$ cat config.mk
export PLATFORM = sky130hd
export DESIGN_NAME = button_debounce_hold_actions
export DESIGN_NICKNAME = d
export VERILOG_FILES = /design/src/rtl/bdha_pkg.sv /design/src/rtl/button_debounce_hold_actions.sv
export SDC_FILE = /design/constraint.sdc
export NUM_CORES = 1
export LEC_CHECK = 0
export ABC_CLOCK_PERIOD_IN_PS = 3500
export BUFFER_PORTS_ARGS = -buffer_cell sky130_fd_sc_hd__buf_2
export CORE_UTILIZATION = 45
export DETAILED_ROUTE_END_ITERATION = 10
export SYNTH_ARGS = -nofsm -noshare
export SYNTH_HDL_FRONTEND = slang
export SYNTH_SLANG_ARGS = --single-unit
$ cat constraint.sdc
create_clock -name clk -period 3.5 [get_ports clk]
set_clock_uncertainty 0.05 [all_clocks]
set_input_delay 0.35 -clock clk [delete_from_list [all_inputs] [get_ports clk]]
set_output_delay 0.35 -clock clk [all_outputs]
set_load 0.03 [all_outputs]
$ cat src/rtl/bdha_pkg.sv
// Shared constants and types for the debounced button with hold actions.
// Depends on nothing; the top level refers to it by scoped names.
`default_nettype none

package bdha_pkg;

    localparam int MAX_HOLD_ACTIONS = 4;
    localparam int PACKED_ACTIONS   = 4;
    localparam int LIVE_LIMIT       = (MAX_HOLD_ACTIONS < PACKED_ACTIONS) ?
                                      MAX_HOLD_ACTIONS : PACKED_ACTIONS;

    localparam int HOLD_W   = 24;
    localparam int THR_W    = 16;
    localparam int KIND_W   = 8;
    localparam int CYC_W    = 8;
    localparam int STABLE_W = 9;
    localparam int DEB_W    = 8;
    localparam int CNT_W    = 3;

    localparam int DIV_STEPS = HOLD_W;
    localparam int STEP_W    = $clog2(DIV_STEPS);

    localparam int IN_W  = 8;
    localparam int OUT_W = 56;

    localparam logic [HOLD_W-1:0]   HOLD_MAX   = {HOLD_W{1'b1}};
    localparam logic [STABLE_W-1:0] STABLE_MAX = {STABLE_W{1'b1}};

    // Reset values of the configuration registers.
    localparam logic              RST_ACTIVE_LOW = 1'b1;
    localparam logic [DEB_W-1:0]  RST_DEBOUNCE   = 8'd50;
    localparam logic [THR_W-1:0]  RST_LONG_PRESS = 16'd1000;

    // Configuration register indexes.
    typedef enum logic [2:0] {
        REG_ACTIVE_LOW   = 3'd0,
        REG_DEBOUNCE_MS  = 3'd1,
        REG_LONG_PRESS   = 3'd2,
        REG_ACTION_COUNT = 3'd3,
        REG_THRESHOLDS   = 3'd4,
        REG_ON_RELEASE   = 3'd5,
        REG_KINDS        = 3'd6
    } cfg_reg_t;

endpackage

`default_nettype wire

$ cat src/rtl/button_debounce_hold_actions.sv
// Debounced push button with long-press detection and hold actions.
// Uses bdha_pkg for widths, register indexes and constants.
// The result word passes the finish state and the output register after an input word is accepted,
// and first runs through the 24-step serial divider when the preview cycle needs it.
// s_tready is high only when idle: it stays low through the divider, the finish step and a full output register.
// Reset (rst_n, asynchronous, active low) restores the register defaults and the
// released, idle state; the output register comes up empty.
`default_nettype none

module button_debounce_hold_actions (
    input  wire logic                          clk,
    input  wire logic                          rst_n,
    input  wire logic                          s_tvalid,
    output logic                               s_tready,
    input  wire logic [bdha_pkg::IN_W-1:0]     s_tdata,   // [0] raw_level
    output logic                               m_tvalid,
    input  wire logic                          m_tready,
    // [0] pressed, [24:1] hold_ms, [25] press_event, [26] long_press_event,
    // [27] short_press_event, [28] action_valid, [36:29] action_kind,
    // [44:37] action_cycle, [45] preview_valid, [53:46] preview_cycle
    output logic [bdha_pkg::OUT_W-1:0]         m_tdata,
    input  wire logic                          cfg_valid,
    output logic                               cfg_ready,
    input  wire logic [2:0]                    cfg_index,
    input  wire logic [63:0]                   cfg_data
);

    localparam int HW  = bdha_pkg::HOLD_W;
    localparam int TW  = bdha_pkg::THR_W;
    localparam int NA  = bdha_pkg::MAX_HOLD_ACTIONS;
    localparam int NL  = bdha_pkg::LIVE_LIMIT;

    typedef enum logic [1:0] {
        ST_IDLE,
        ST_DIV,
        ST_FIN
    } state_t;

    state_t state_reg, state_next;

    // Configuration registers
    logic                            active_low_reg,    active_low_next;
    logic [bdha_pkg::DEB_W-1:0]      debounce_reg,      debounce_next;
    logic [TW-1:0]                   long_press_reg,    long_press_next;
    logic [bdha_pkg::CNT_W-1:0]      action_count_reg,  action_count_next;
    logic [63:0]                     thresholds_reg,    thresholds_next;
    logic [3:0]                      on_release_reg,    on_release_next;
    logic [31:0]                     kinds_reg,         kinds_next;

    // Button state
    logic                            last_raw_reg,      last_raw_next;
    logic                            debounced_reg,     debounced_next;
    logic [bdha_pkg::STABLE_W-1:0]   stable_reg,        stable_next;
    logic [HW-1:0]                   hold_reg,          hold_next;
    logic [HW-1:0]                   dur_reg,           dur_next;
    logic                            released_reg,      released_next;
    logic                            long_fired_reg,    long_fired_next;
    logic [bdha_pkg::CYC_W-1:0]      cycle_reg,         cycle_next;
    logic [NA-1:0]                   fired_reg,         fired_next;
    logic                            div_used_reg,      div_used_next;

    // Serial divider
    logic [HW-1:0]                   div_sh_reg,        div_sh_next;
    logic [TW-1:0]                   div_rem_reg,       div_rem_next;
    logic [bdha_pkg::CYC_W-1:0]      div_q_reg,         div_q_next;
    logic [bdha_pkg::STEP_W-1:0]     div_cnt_reg,       div_cnt_next;

    // Output register
    logic                            m_tvalid_reg,      m_tvalid_next;
    logic [bdha_pkg::OUT_W-1:0]      m_tdata_reg,       m_tdata_next;

    logic [TW-1:0]                   t0;
    logic [bdha_pkg::CNT_W-1:0]      live_n;
    logic [TW:0]                     rem_sh;

    assign t0        = thresholds_reg[TW-1:0];
    assign live_n    = (action_count_reg > bdha_pkg::CNT_W'(NL)) ?
                       bdha_pkg::CNT_W'(NL) : action_count_reg;
    assign rem_sh    = {div_rem_reg, div_sh_reg[HW-1]};
    assign s_tready  = (state_reg == ST_IDLE);
    assign cfg_ready = 1'b1;
    assign m_tvalid  = m_tvalid_reg;
    assign m_tdata   = m_tdata_reg;

    always_comb
    begin
        logic                          r;
        logic                          adopt;
        logic                          deb_new;
        logic [HW-1:0]                 dur;
        logic                          found;
        logic [bdha_pkg::CYC_W-1:0]    cyc;
        logic                          ev_press;
        logic                          ev_long;
        logic                          ev_short;
        logic                          act_v;
        logic [bdha_pkg::KIND_W-1:0]   act_k;
        logic [bdha_pkg::CYC_W-1:0]    act_c;
        logic                          prev_v;
        logic [bdha_pkg::CYC_W-1:0]    prev_c;
        logic [TW-1:0]                 thr_i;

        state_next        = state_reg;
        active_low_next   = active_low_reg;
        debounce_next     = debounce_reg;
        long_press_next   = long_press_reg;
        action_count_next = action_count_reg;
        thresholds_next   = thresholds_reg;
        on_release_next   = on_release_reg;
        kinds_next        = kinds_reg;
        last_raw_next     = last_raw_reg;
        debounced_next    = debounced_reg;
        stable_next       = stable_reg;
        hold_next         = hold_reg;
        dur_next          = dur_reg;
        released_next     = released_reg;
        long_fired_next   = long_fired_reg;
        cycle_next        = cycle_reg;
        fired_next        = fired_reg;
        div_used_next     = div_used_reg;
        div_sh_next       = div_sh_reg;
        div_rem_next      = div_rem_reg;
        div_q_next        = div_q_reg;
        div_cnt_next      = div_cnt_reg;
        m_tvalid_next     = m_tvalid_reg;
        m_tdata_next      = m_tdata_reg;

        r        = s_tdata[0] ^ active_low_reg;
        adopt    = 1'b0;
        deb_new  = debounced_reg;
        dur      = '0;
        found    = 1'b0;
        cyc      = cycle_reg;
        ev_press = 1'b0;
        ev_long  = 1'b0;
        ev_short = 1'b0;
        act_v    = 1'b0;
        act_k    = '0;
        act_c    = '0;
        prev_v   = 1'b0;
        prev_c   = '0;
        thr_i    = '0;

        if (m_tvalid_reg && m_tready)
        begin
            m_tvalid_next = 1'b0;
        end

        unique case (state_reg)
            ST_IDLE:
            begin
                if (s_tvalid)
                begin
                    // Debounce: count ticks since the corrected level last changed.
                    if (r != last_raw_reg)
                        stable_next = '0;
                    else if (stable_reg < bdha_pkg::STABLE_MAX)
                        stable_next = stable_reg + 1'b1;
                    last_raw_next = r;

                    if (debounced_reg)
                        dur = (hold_reg < bdha_pkg::HOLD_MAX) ? hold_reg + 1'b1 :
                              bdha_pkg::HOLD_MAX;

                    adopt = (stable_next > {1'b0, debounce_reg}) && (r != debounced_reg);
                    released_next = 1'b0;
                    if (adopt)
                    begin
                        deb_new = r;
                        if (r)
                        begin
                            dur             = '0;
                            long_fired_next = 1'b0;
                            cycle_next      = '0;
                            fired_next      = '0;
                        end
                        else
                        begin
                            released_next = 1'b1;
                        end
                    end
                    debounced_next = deb_new;
                    dur_next       = dur;
                    hold_next      = deb_new ? dur : '0;

                    div_sh_next   = deb_new ? dur : '0;
                    div_rem_next  = '0;
                    div_q_next    = '0;
                    div_cnt_next  = '0;
                    div_used_next = deb_new && (live_n != '0) && (t0 != '0) &&
                                    (dur >= {{(HW-TW){1'b0}}, t0});
                    state_next    = (deb_new && (live_n != '0) && (t0 != '0) &&
                                    (dur >= {{(HW-TW){1'b0}}, t0})) ? ST_DIV : ST_FIN;
                end
            end

            ST_DIV:
            begin
                // One restoring step per cycle; only the low quotient bits are kept.
                if (rem_sh >= {1'b0, t0})
                begin
                    div_rem_next = TW'(rem_sh - {1'b0, t0});
                    div_q_next   = {div_q_reg[bdha_pkg::CYC_W-2:0], 1'b1};
                end
                else
                begin
                    div_rem_next = rem_sh[TW-1:0];
                    div_q_next   = {div_q_reg[bdha_pkg::CYC_W-2:0], 1'b0};
                end
                div_sh_next = {div_sh_reg[HW-2:0], 1'b0};
                if (div_cnt_reg == bdha_pkg::STEP_W'(bdha_pkg::DIV_STEPS - 1))
                    state_next = ST_FIN;
                else
                    div_cnt_next = div_cnt_reg + 1'b1;
            end

            ST_FIN:
            begin
                if (live_n == '0)
                begin
                    ev_press = released_reg && !long_fired_reg;
                    if (debounced_reg && !long_fired_reg &&
                        (hold_reg >= {{(HW-TW){1'b0}}, long_press_reg}))
                    begin
                        long_fired_next = 1'b1;
                        ev_long         = 1'b1;
                    end
                end
                else if (debounced_reg)
                begin
                    if (div_used_reg && (div_q_reg != cycle_reg))
                    begin
                        cycle_next = div_q_reg;
                        cyc        = div_q_reg;
                        prev_v     = 1'b1;
                        prev_c     = div_q_reg;
                    end
                    for (int i = 0; i < NL; i++)
                    begin
                        thr_i = thresholds_reg[i*TW +: TW];
                        if (!found && (bdha_pkg::CNT_W'(i) < live_n) &&
                            (hold_reg >= {{(HW-TW){1'b0}}, thr_i}) &&
                            !on_release_reg[i] && !fired_reg[i])
                        begin
                            found         = 1'b1;
                            fired_next[i] = 1'b1;
                            act_v         = 1'b1;
                            act_k         = kinds_reg[i*bdha_pkg::KIND_W +: bdha_pkg::KIND_W];
                            act_c         = cyc;
                        end
                    end
                end
                else if (released_reg)
                begin
                    // The highest qualifying release action wins.
                    for (int i = NL - 1; i >= 0; i--)
                    begin
                        thr_i = thresholds_reg[i*TW +: TW];
                        if (!found && (bdha_pkg::CNT_W'(i) < live_n) &&
                            (dur_reg >= {{(HW-TW){1'b0}}, thr_i}) &&
                            on_release_reg[i] && !fired_reg[i])
                        begin
                            found = 1'b1;
                            act_v = 1'b1;
                            act_k = kinds_reg[i*bdha_pkg::KIND_W +: bdha_pkg::KIND_W];
                            act_c = cycle_reg;
                        end
                    end
                    if (!found && (dur_reg < {{(HW-TW){1'b0}}, t0}))
                        ev_short = 1'b1;
                end

                if (!m_tvalid_reg || m_tready)
                begin
                    m_tvalid_next = 1'b1;
                    m_tdata_next  = {2'b00, prev_c, prev_v, act_c, act_k, act_v,
                                     ev_short, ev_long, ev_press, hold_reg, debounced_reg};
                    state_next    = ST_IDLE;
                end
                else
                begin
                    // Hold the state updates until the output word can be written.
                    long_fired_next = long_fired_reg;
                    cycle_next      = cycle_reg;
                    fired_next      = fired_reg;
                end
            end

            default:
            begin
                state_next = ST_IDLE;
            end
        endcase

        if (cfg_valid)
        begin
            unique case (cfg_index)
                bdha_pkg::REG_ACTIVE_LOW:   active_low_next = cfg_data[0];
                bdha_pkg::REG_DEBOUNCE_MS:  debounce_next   = cfg_data[bdha_pkg::DEB_W-1:0];
                bdha_pkg::REG_LONG_PRESS:   long_press_next = cfg_data[TW-1:0];
                bdha_pkg::REG_ACTION_COUNT:
                begin
                    action_count_next = cfg_data[bdha_pkg::CNT_W-1:0];
                    fired_next        = '0;
                end
                bdha_pkg::REG_THRESHOLDS:   thresholds_next = cfg_data;
                bdha_pkg::REG_ON_RELEASE:   on_release_next = cfg_data[3:0];
                bdha_pkg::REG_KINDS:        kinds_next      = cfg_data[31:0];
                default:                    ;
            endcase
        end
    end

    always_ff @(posedge clk or negedge rst_n)
    begin
        if (!rst_n)
        begin
            state_reg        <= ST_IDLE;
            active_low_reg   <= bdha_pkg::RST_ACTIVE_LOW;
            debounce_reg     <= bdha_pkg::RST_DEBOUNCE;
            long_press_reg   <= bdha_pkg::RST_LONG_PRESS;
            action_count_reg <= '0;
            thresholds_reg   <= '0;
            on_release_reg   <= '0;
            kinds_reg        <= '0;
            last_raw_reg     <= 1'b0;
            debounced_reg    <= 1'b0;
            stable_reg       <= '0;
            hold_reg         <= '0;
            released_reg     <= 1'b0;
            long_fired_reg   <= 1'b0;
            cycle_reg        <= '0;
            fired_reg        <= '0;
            div_used_reg     <= 1'b0;
            div_cnt_reg      <= '0;
            m_tvalid_reg     <= 1'b0;
        end
        else
        begin
            state_reg        <= state_next;
            active_low_reg   <= active_low_next;
            debounce_reg     <= debounce_next;
            long_press_reg   <= long_press_next;
            action_count_reg <= action_count_next;
            thresholds_reg   <= thresholds_next;
            on_release_reg   <= on_release_next;
            kinds_reg        <= kinds_next;
            last_raw_reg     <= last_raw_next;
            debounced_reg    <= debounced_next;
            stable_reg       <= stable_next;
            hold_reg         <= hold_next;
            released_reg     <= released_next;
            long_fired_reg   <= long_fired_next;
            cycle_reg        <= cycle_next;
            fired_reg        <= fired_next;
            div_used_reg     <= div_used_next;
            div_cnt_reg      <= div_cnt_next;
            m_tvalid_reg     <= m_tvalid_next;
        end
    end

    // Datapath registers without reset.
    always_ff @(posedge clk)
    begin
        dur_reg     <= dur_next;
        div_sh_reg  <= div_sh_next;
        div_rem_reg <= div_rem_next;
        div_q_reg   <= div_q_next;
        m_tdata_reg <= m_tdata_next;
    end

    // An accepted word always leaves the idle state for the divider or the finish step.
    a_accept_busy: assert property (@(posedge clk) disable iff (!rst_n)
        s_tvalid && s_tready |=> (state_reg == ST_DIV) || (state_reg == ST_FIN))
        else $error("accepted word did not start processing");

    // The divider step counter never runs past the last step.
    a_div_bound: assert property (@(posedge clk) disable iff (!rst_n)
        (state_reg == ST_DIV) |-> (div_cnt_reg < bdha_pkg::STEP_W'(bdha_pkg::DIV_STEPS)))
        else $error("divider step counter out of range");

    // Simple-mode and action-mode events never appear in the same word.
    a_mode_excl: assert property (@(posedge clk) disable iff (!rst_n)
        m_tvalid |-> !((m_tdata[25] || m_tdata[26]) && (m_tdata[27] || m_tdata[28] ||
                       m_tdata[45])))
        else $error("simple and action events mixed");

    // A released button reports zero hold time.
    a_hold_released: assert property (@(posedge clk) disable iff (!rst_n)
        m_tvalid && !m_tdata[0] |-> (m_tdata[24:1] == '0))
        else $error("hold time nonzero while released");

    // The state is written once per word: the finish step always leaves a valid word.
    a_fin_writes: assert property (@(posedge clk) disable iff (!rst_n)
        (state_reg == ST_FIN) && (state_next == ST_IDLE) |=> m_tvalid)
        else $error("finish step left no output word");

endmodule

`default_nettype wire

==> impl_metrics.toml, run 1 <==
[cts]
clockRootBuffer = "clkbuf_16"
cts.sinks = 312
tritoncts = "built"
worstSkewPairLatency_ns = 0.55
clockBufferDepth = 3
cts_buffers = 37
clkTransAtPathRegs_ns = 0.05
cts_max_level = 2

[pwr]
p_int_mw = 7.93
powerDensity_nw_per_um2 = 529
power_switching_mw = 3.71
power.share.combinational_pct = 25.4
clock_power_share_pct = 34.6
max-vdd-ir-drop_uv = 318
power_frac_seq_pct = 40.0
p_sw_share_pct = 31.9
cellLeakagePower_nw = 9.68

[logic_synthesis]
synthArstFlopShare_pct = 59.6
synth.distinct_cells = 94
synthCells = 1809
synth_sequential_area_ratio_pct = 46.5
synth_seq_cells = 312
synth.avg_cell_area_um2 = 10.0
synth_edf_count = 126
ys_warn_count = 0
ys.flop_type = "dfrtp_1"
syn-cell-area_um2 = 18200

[status]
outcome = "finished clean"

[placement]
place_ws_ns = -0.0548
hpwl_um = 38900
portBuffers = 128
routabilityCongestion = 0.896

[run]
drv_cap = 0

[worst_setup_path]
crit_family = "simple AND/OR/NAND/NOR gates"
start_kind = "flop"
path_buf_inv = 2
r2r_slack_ns = 0.09
r2r-start = "hold_reg[0]"
worstPathArrival_ns = 3.62
startpoint = "hold_reg[0]"
worst_ep_required_time_ns = 3.70
cpMaxStageDelayCell = "or4b_1"
crit_path_end_kind = "flop"
criticalPathCategory = "flop to flop"
crit_chain = "buf_4, clkinvlp_4, ha_1, nor3b_1, o21ai_0, a21oi_1, o211ai_1, nor2_2, and3b_1, and3_1, or4b_1"
slowest_delay_ns = 0.56
crit_fanout = 6

[timing]
fmax_ghz = 0.293
setup_ws_ns = 0.0861
finalMaxSlewViolations = 0
hold_viol_final = 0
worst_slew_pin_slew_ns = 0.781
setup_tns_ns = 0
finalCritPeriodShare_pct = 97.5
slew-limit-headroom_pct = 46.6
min_period_ns = 3.41
final-setup-viol-count = 0

[floorplanning]
core_area_um2 = 39800
fp.dieH_um = 203
die_width_um = 203
start_util_pct = 45.6
die_area_um2 = 41200
io_pins = 139
std_cell_rows = 73

[final_layout]
final_util_pct = 55.3
nets = 2338
area_delta_synth_final_pct = 21.2
layout-drive-gt1-share_pct = 20.7
largest_reg_flops = 64
n_antenna_cell = 0

[drt]
vias_per_cell = 5.61
via_count = 14706
ant_nets = 0
drt_pass1_iterations = 5
dr.first_iter.drc_count = 857
wl_per_cell_um = 20.4
drcViolationCount = 0
wl_um = 53500

[min_path]
hold_path.class = "input pin to flop"
hp-start = "cfg_data[22]"

[global_routing]
grt_pass1_vias = 14330
grt_usage_pct = 26.2
grt-ovfl-total = 0
grt_pass1_wl_um = 82100
grt_max_degree = 125
antenna_found_initial = 0
[tightest hold or removal path, stage by stage]
cell and delay, ns:
buf_2 0.10, nand2_1 0.04, o21ai_0 0.06
[logic make-up after synthesis]
logic type,after synthesis,share of synthesized area (%)
and+or+nand+nor,606,16.4
AOI/OAI and AO/OA,417,14.4
DFF,312,46.5
adders and majority gates,188,13.0
buffers and inverters,178,3.81
muxes,68,4.08
xor gates and xnor gates,38,1.83
other,2,0.0413
[power by group through the flow]
stage | combinational (mW) | sequential (mW) | clock (mW)
after floorplan | 1.75 | 4.74 | 0
after global placement | 2.74 | 4.70 | 0
after detailed placement | 2.83 | 4.71 | 0
after CTS | 2.88 | 4.65 | 4.11
after global routing | 3.30 | 4.71 | 4.25
final | 2.96 | 4.66 | 4.02
[metrics by stage]
stage / instances / power (mW) / hold WS [ns] / instance area [um^2]
global placement: 2510 / 7.44 / 0.369 / 20100
floorplan: 1810 / 6.49 / 0.00441 / 18200
global route: 2623 / 12.3 / 0.00659 / 22000
finish: 2623 / 11.6 / 0.00883 / 22000
detailed placement: 2510 / 7.54 / 0.371 / 20100
CTS: 2614 / 11.6 / 0.0000502 / 21800
[worst paths after layout]
path,endpoint,cells past startpoint
min in group asynchronous,thresholds_reg[38],2
min reg2reg,debounce_reg[5],2
max reg2reg,m_tdata[35],11
max in group asynchronous,hold_reg[16],3
min,thresholds_reg[22],3
max,m_tdata[35],11
[synth_stat cells, types with 5 or more instances]
cell,count,share of area [%]
a21oi_1,74,2.0
nand2b_1,15,0.52
dfstp_2,10,1.4
nor4_1,18,0.62
and4_1,8,0.39
a311o_1,6,0.33
a211oi_1,15,0.62
o211ai_1,5,0.21
nor3b_1,8,0.33
o31ai_1,10,0.41
buf_2,5,0.14
nor2_1,97,2.0
o2111ai_1,8,0.39
nand4_1,38,1.3
mux2i_1,19,1.0
a211o_1,10,0.48
nor2b_1,19,0.65
nand3b_1,11,0.45
nor3_1,21,0.58
a2bb2oi_1,6,0.29
nand2_1,255,5.3
mux2_2,49,3.0
a22o_1,9,0.43
a31oi_1,14,0.48
and3_1,7,0.24
clkbuf_1,52,1.1
edfxtp_1,126,21
dfrtp_1,176,24
xor2_1,19,0.92
o21ai_0,186,5.1
nand3_1,45,1.2
inv_1,113,2.3
and2_1,25,0.86
a21o_1,22,0.91
xnor2_1,19,0.92
ha_1,187,13
and2_2,6,0.25
o21a_1,8,0.33
[placed cells by master, fill, tap and decap left out, types with 7 or more instances in the layout]
master	netlist	layout
ha_1	187	185
nor2_1	97	93
o21a_1	8	7
inv_1	113	110
nor4_1	18	17
nand3_1	45	43
o21ai_0	186	180
dlygate4sd3_1	0	37
a211o_1	10	10
dfstp_2	10	10
a211oi_1	15	13
a21oi_1	74	71
o21ai_1	3	8
a22o_1	9	9
nand4_1	38	38
nand2_1	255	252
nand3b_1	11	11
and2_1	25	25
nor3b_1	8	7
edfxtp_1	126	126
buf_4	3	114
clkbuf_16	0	39
buf_2	5	127
xnor2_1	19	18
nand2b_1	15	14
o31ai_1	10	10
xor2_1	19	18
and3_1	7	7
a31oi_1	14	14
mux2_2	49	49
o2111ai_1	8	7
a21o_1	22	22
nor3_1	21	19
mux2i_1	19	19
nor2b_1	19	18
dfrtp_1	176	176
clkbuf_1	52	10
[layout make-up]
type | instances | area, um^2
timing repair buffer | 284 | 1970
clock inverter | 14 | 204
fill | 3581 | 17800
sequential | 312 | 8450
clock buffer | 53 | 1070
multi-input combinational | 1320 | 9240
tap | 525 | 657
inverter | 115 | 443
[per-layer routing]
layer  global-route usage [%]  share of wire (%)  up-vias
li1                         -                  -     7093
met1                     35.4                 44     7116
met2                     43.6                 47      386
met3                     2.92                4.9      111
met4                     9.61                3.9        0
met5                        0                  0        -
[what timing repair did]
item | 4_1_cts | 5_1_grt
gates resized for setup | 3 | 44
endpoints found under the hold margin | 106 | 0
endpoints found under the setup margin | 6 | 46
hold buffers | 37 | 0
pin swaps | 0 | 20
gates cloned | 0 | 1
buffers inserted | 0 | 8
Note: power is estimated with default switching activity, not from simulation.
==> run 2, diff against run 1 <==
--- a/config.mk
+++ b/config.mk
@@ -7,8 +7,12 @@
 export LEC_CHECK = 0
 export ABC_CLOCK_PERIOD_IN_PS = 3500
 export BUFFER_PORTS_ARGS = -buffer_cell sky130_fd_sc_hd__buf_2
-export CORE_UTILIZATION = 45
+export CELL_PAD_IN_SITES_DETAIL_PLACEMENT = 0
+export CELL_PAD_IN_SITES_GLOBAL_PLACEMENT = 1
+export CORE_UTILIZATION = 43
+export CTS_CLUSTER_SIZE = 40
 export DETAILED_ROUTE_END_ITERATION = 10
+export PLACE_DENSITY_LB_ADDON = 0.1
 export SYNTH_ARGS = -nofsm -noshare
 export SYNTH_HDL_FRONTEND = slang
 export SYNTH_SLANG_ARGS = --single-unit
==> run 2 against run 1 <==
  * Utilization decreased by 1.3 points
  * Global-route usage down 0.25 points
  * Register-to-register slack worse by 0.02 ns
  * Critical path depth grew 1
  * Non-clock buffer count rose by 35
  * Sequential cell count unchanged
  * Critical path type unchanged
==> impl_metrics.toml, run 2 (synthesis gave the netlist of run 1 again) <==
[timing]
min_period_ns = 3.43
slew-limit-headroom_pct = 43.1
setup_ws_ns = 0.0655
finalCritPeriodShare_pct = 98.1
finalMaxSlewViolations = 0
worst_slew_pin_slew_ns = 0.850
setup_tns_ns = 0
hold_viol_final = 0
fmax_ghz = 0.291
rsz0062_at_grt = "yes"
final-setup-viol-count = 0

[placement]
routabilityCongestion = 0.866
portBuffers = 128
hpwl_um = 40200
place_ws_ns = -0.409

[drt]
drt_pass1_iterations = 7
via_count = 14648
drcViolationCount = 0
ant_nets = 0
vias_per_cell = 5.50
wl_um = 55600
dr.first_iter.drc_count = 907
wl_per_cell_um = 20.9

[pwr]
cellLeakagePower_nw = 9.85
powerDensity_nw_per_um2 = 513
max-vdd-ir-drop_uv = 259

[cts]
clockBufferDepth = 3
clockRootBuffer = "clkbuf_16"
cts_max_level = 2
worstSkewPairLatency_ns = 0.55
cts_buffers = 37
cts.sinks = 312
clkTransAtPathRegs_ns = 0.06
tritoncts = "built"

[worst_setup_path]
crit_path_end_kind = "flop"
r2r_slack_ns = 0.07
startpoint = "hold_reg[0]"
crit_family = "simple AND/OR/NAND/NOR gates"
slowest_delay_ns = 0.54
endpoint = "m_tdata[35]"
crit_fanout = 5
path_buf_inv = 3
r2r-start = "hold_reg[0]"
cpMaxStageDelayCell = "or4b_1"
criticalPathCategory = "flop to flop"
start_kind = "flop"
worstRegToRegCells = 12
worst_ep_required_time_ns = 3.72
r2r_end = "m_tdata[35]"
worstPathArrival_ns = 3.65
crit_chain = "buf_6, clkinvlp_4, ha_1, nor3b_1, o21ai_0, a21oi_1, o211ai_1, buf_4, nor2_2, and3b_1, and3_1, or4b_1"
cp_num_cells = 12

[final_layout]
fill_cells = 3728
layout-drive-gt1-share_pct = 21.9
multi_input_area_um2 = 9280
final_cell_mix = "nand2_1 (251), ha_1 (184), o21ai_0 (179)"
area_delta_synth_final_pct = 22.8
nets = 2373
largest_reg_flops = 64
layout_commonest_cell = "nand2_1"
n_antenna_cell = 0
seqCellArea_um2 = 8450
final_util_pct = 54.1

[floorplanning]
std_cell_rows = 74
start_util_pct = 44.0
die_width_um = 208
core_area_um2 = 41300
fp.dieH_um = 208
io_pins = 139
die_area_um2 = 43100

[global_routing]
grt_pass1_vias = 14494
grt_max_degree = 125
grt_pass1_wl_um = 85300
grt-ovfl-total = 0
grt_usage_pct = 26.0
antenna_found_initial = 0

[min_path]
hold_path.class = "input pin to flop"
hp-start = "cfg_data[11]"

[status]
outcome = "finished clean"

[run]
drv_cap = 0
run 2: metrics by stage:
stage	hold WS [ns]	power, mW	std cells	cell area (um^2)
global placement	0.355	7.51	2537	20300
global route	0.0304	12.1	2665	22300
detailed placement	0.365	7.59	2537	20300
CTS	0.00280	11.5	2655	22100
floorplan	0.00441	6.49	1810	18200
finish	0.0143	11.5	2665	22300
run 2: power breakdown:
| group | internal, mW | leakage, nW | total (mW) | switching, mW |
|---|---|---|---|---|
| clock | 2.22 | 0.580 | 3.79 | 1.57 |
| sequential | 4.33 | 3.57 | 4.63 | 0.300 |
| combinational | 1.20 | 5.70 | 3.04 | 1.84 |
run 2: worst reg2reg max path, cell delays in order (launching register included):
cell and delay (ns):
dfrtp_1 0.38, buf_6 0.15, clkinvlp_4 0.23, ha_1 0.37, nor3b_1 0.05, o21ai_0 0.25, a21oi_1 0.16, o211ai_1 0.39
buf_4 0.20, nor2_2 0.04, and3b_1 0.19, and3_1 0.18, or4b_1 0.54
run 2: final cells by class:
class | instances | area share (%)
flip-flops and latches | 312 | 37.8
well taps | 532 | 2.98
inverters | 115 | 1.95
clock inverters | 12 | 0.448
repair buffers | 319 | 10.4
clock buffers | 55 | 4.85
multi-input cells | 1320 | 41.6
run 2: repair_timing:
action                                 in CTS  in global routing
setup endpoints to repair                  14                 41
setup buffers                               2                 12
resized for setup                           9                 52
endpoints found under the hold margin     118                  0
pin swaps                                   3                 29
hold buffers                               49                  0
run 2: worst min path at each step:
stage / end / slack [ns] / depth (start not counted)
floorplan: action_count_reg[0] / 0.004 / 0
global placement: thresholds_reg[37] / 0.36 / 1
detailed placement: thresholds_reg[37] / 0.37 / 1
CTS: thresholds_reg[19] / 0.003 / 3
global route: kinds_reg[19] / 0.03 / 2
finish: thresholds_reg[11] / 0.01 / 3
run 2: metal layers:
metal	global-route usage, %	up-vias	wire (um)	share of wire [%]
li1	-	7134	-	-
met1	35.0	7103	25100	45
met2	42.9	336	26000	47
met3	3.72	75	2910	5.2
met4	8.89	0	1480	2.7
met5	0	-	0	0
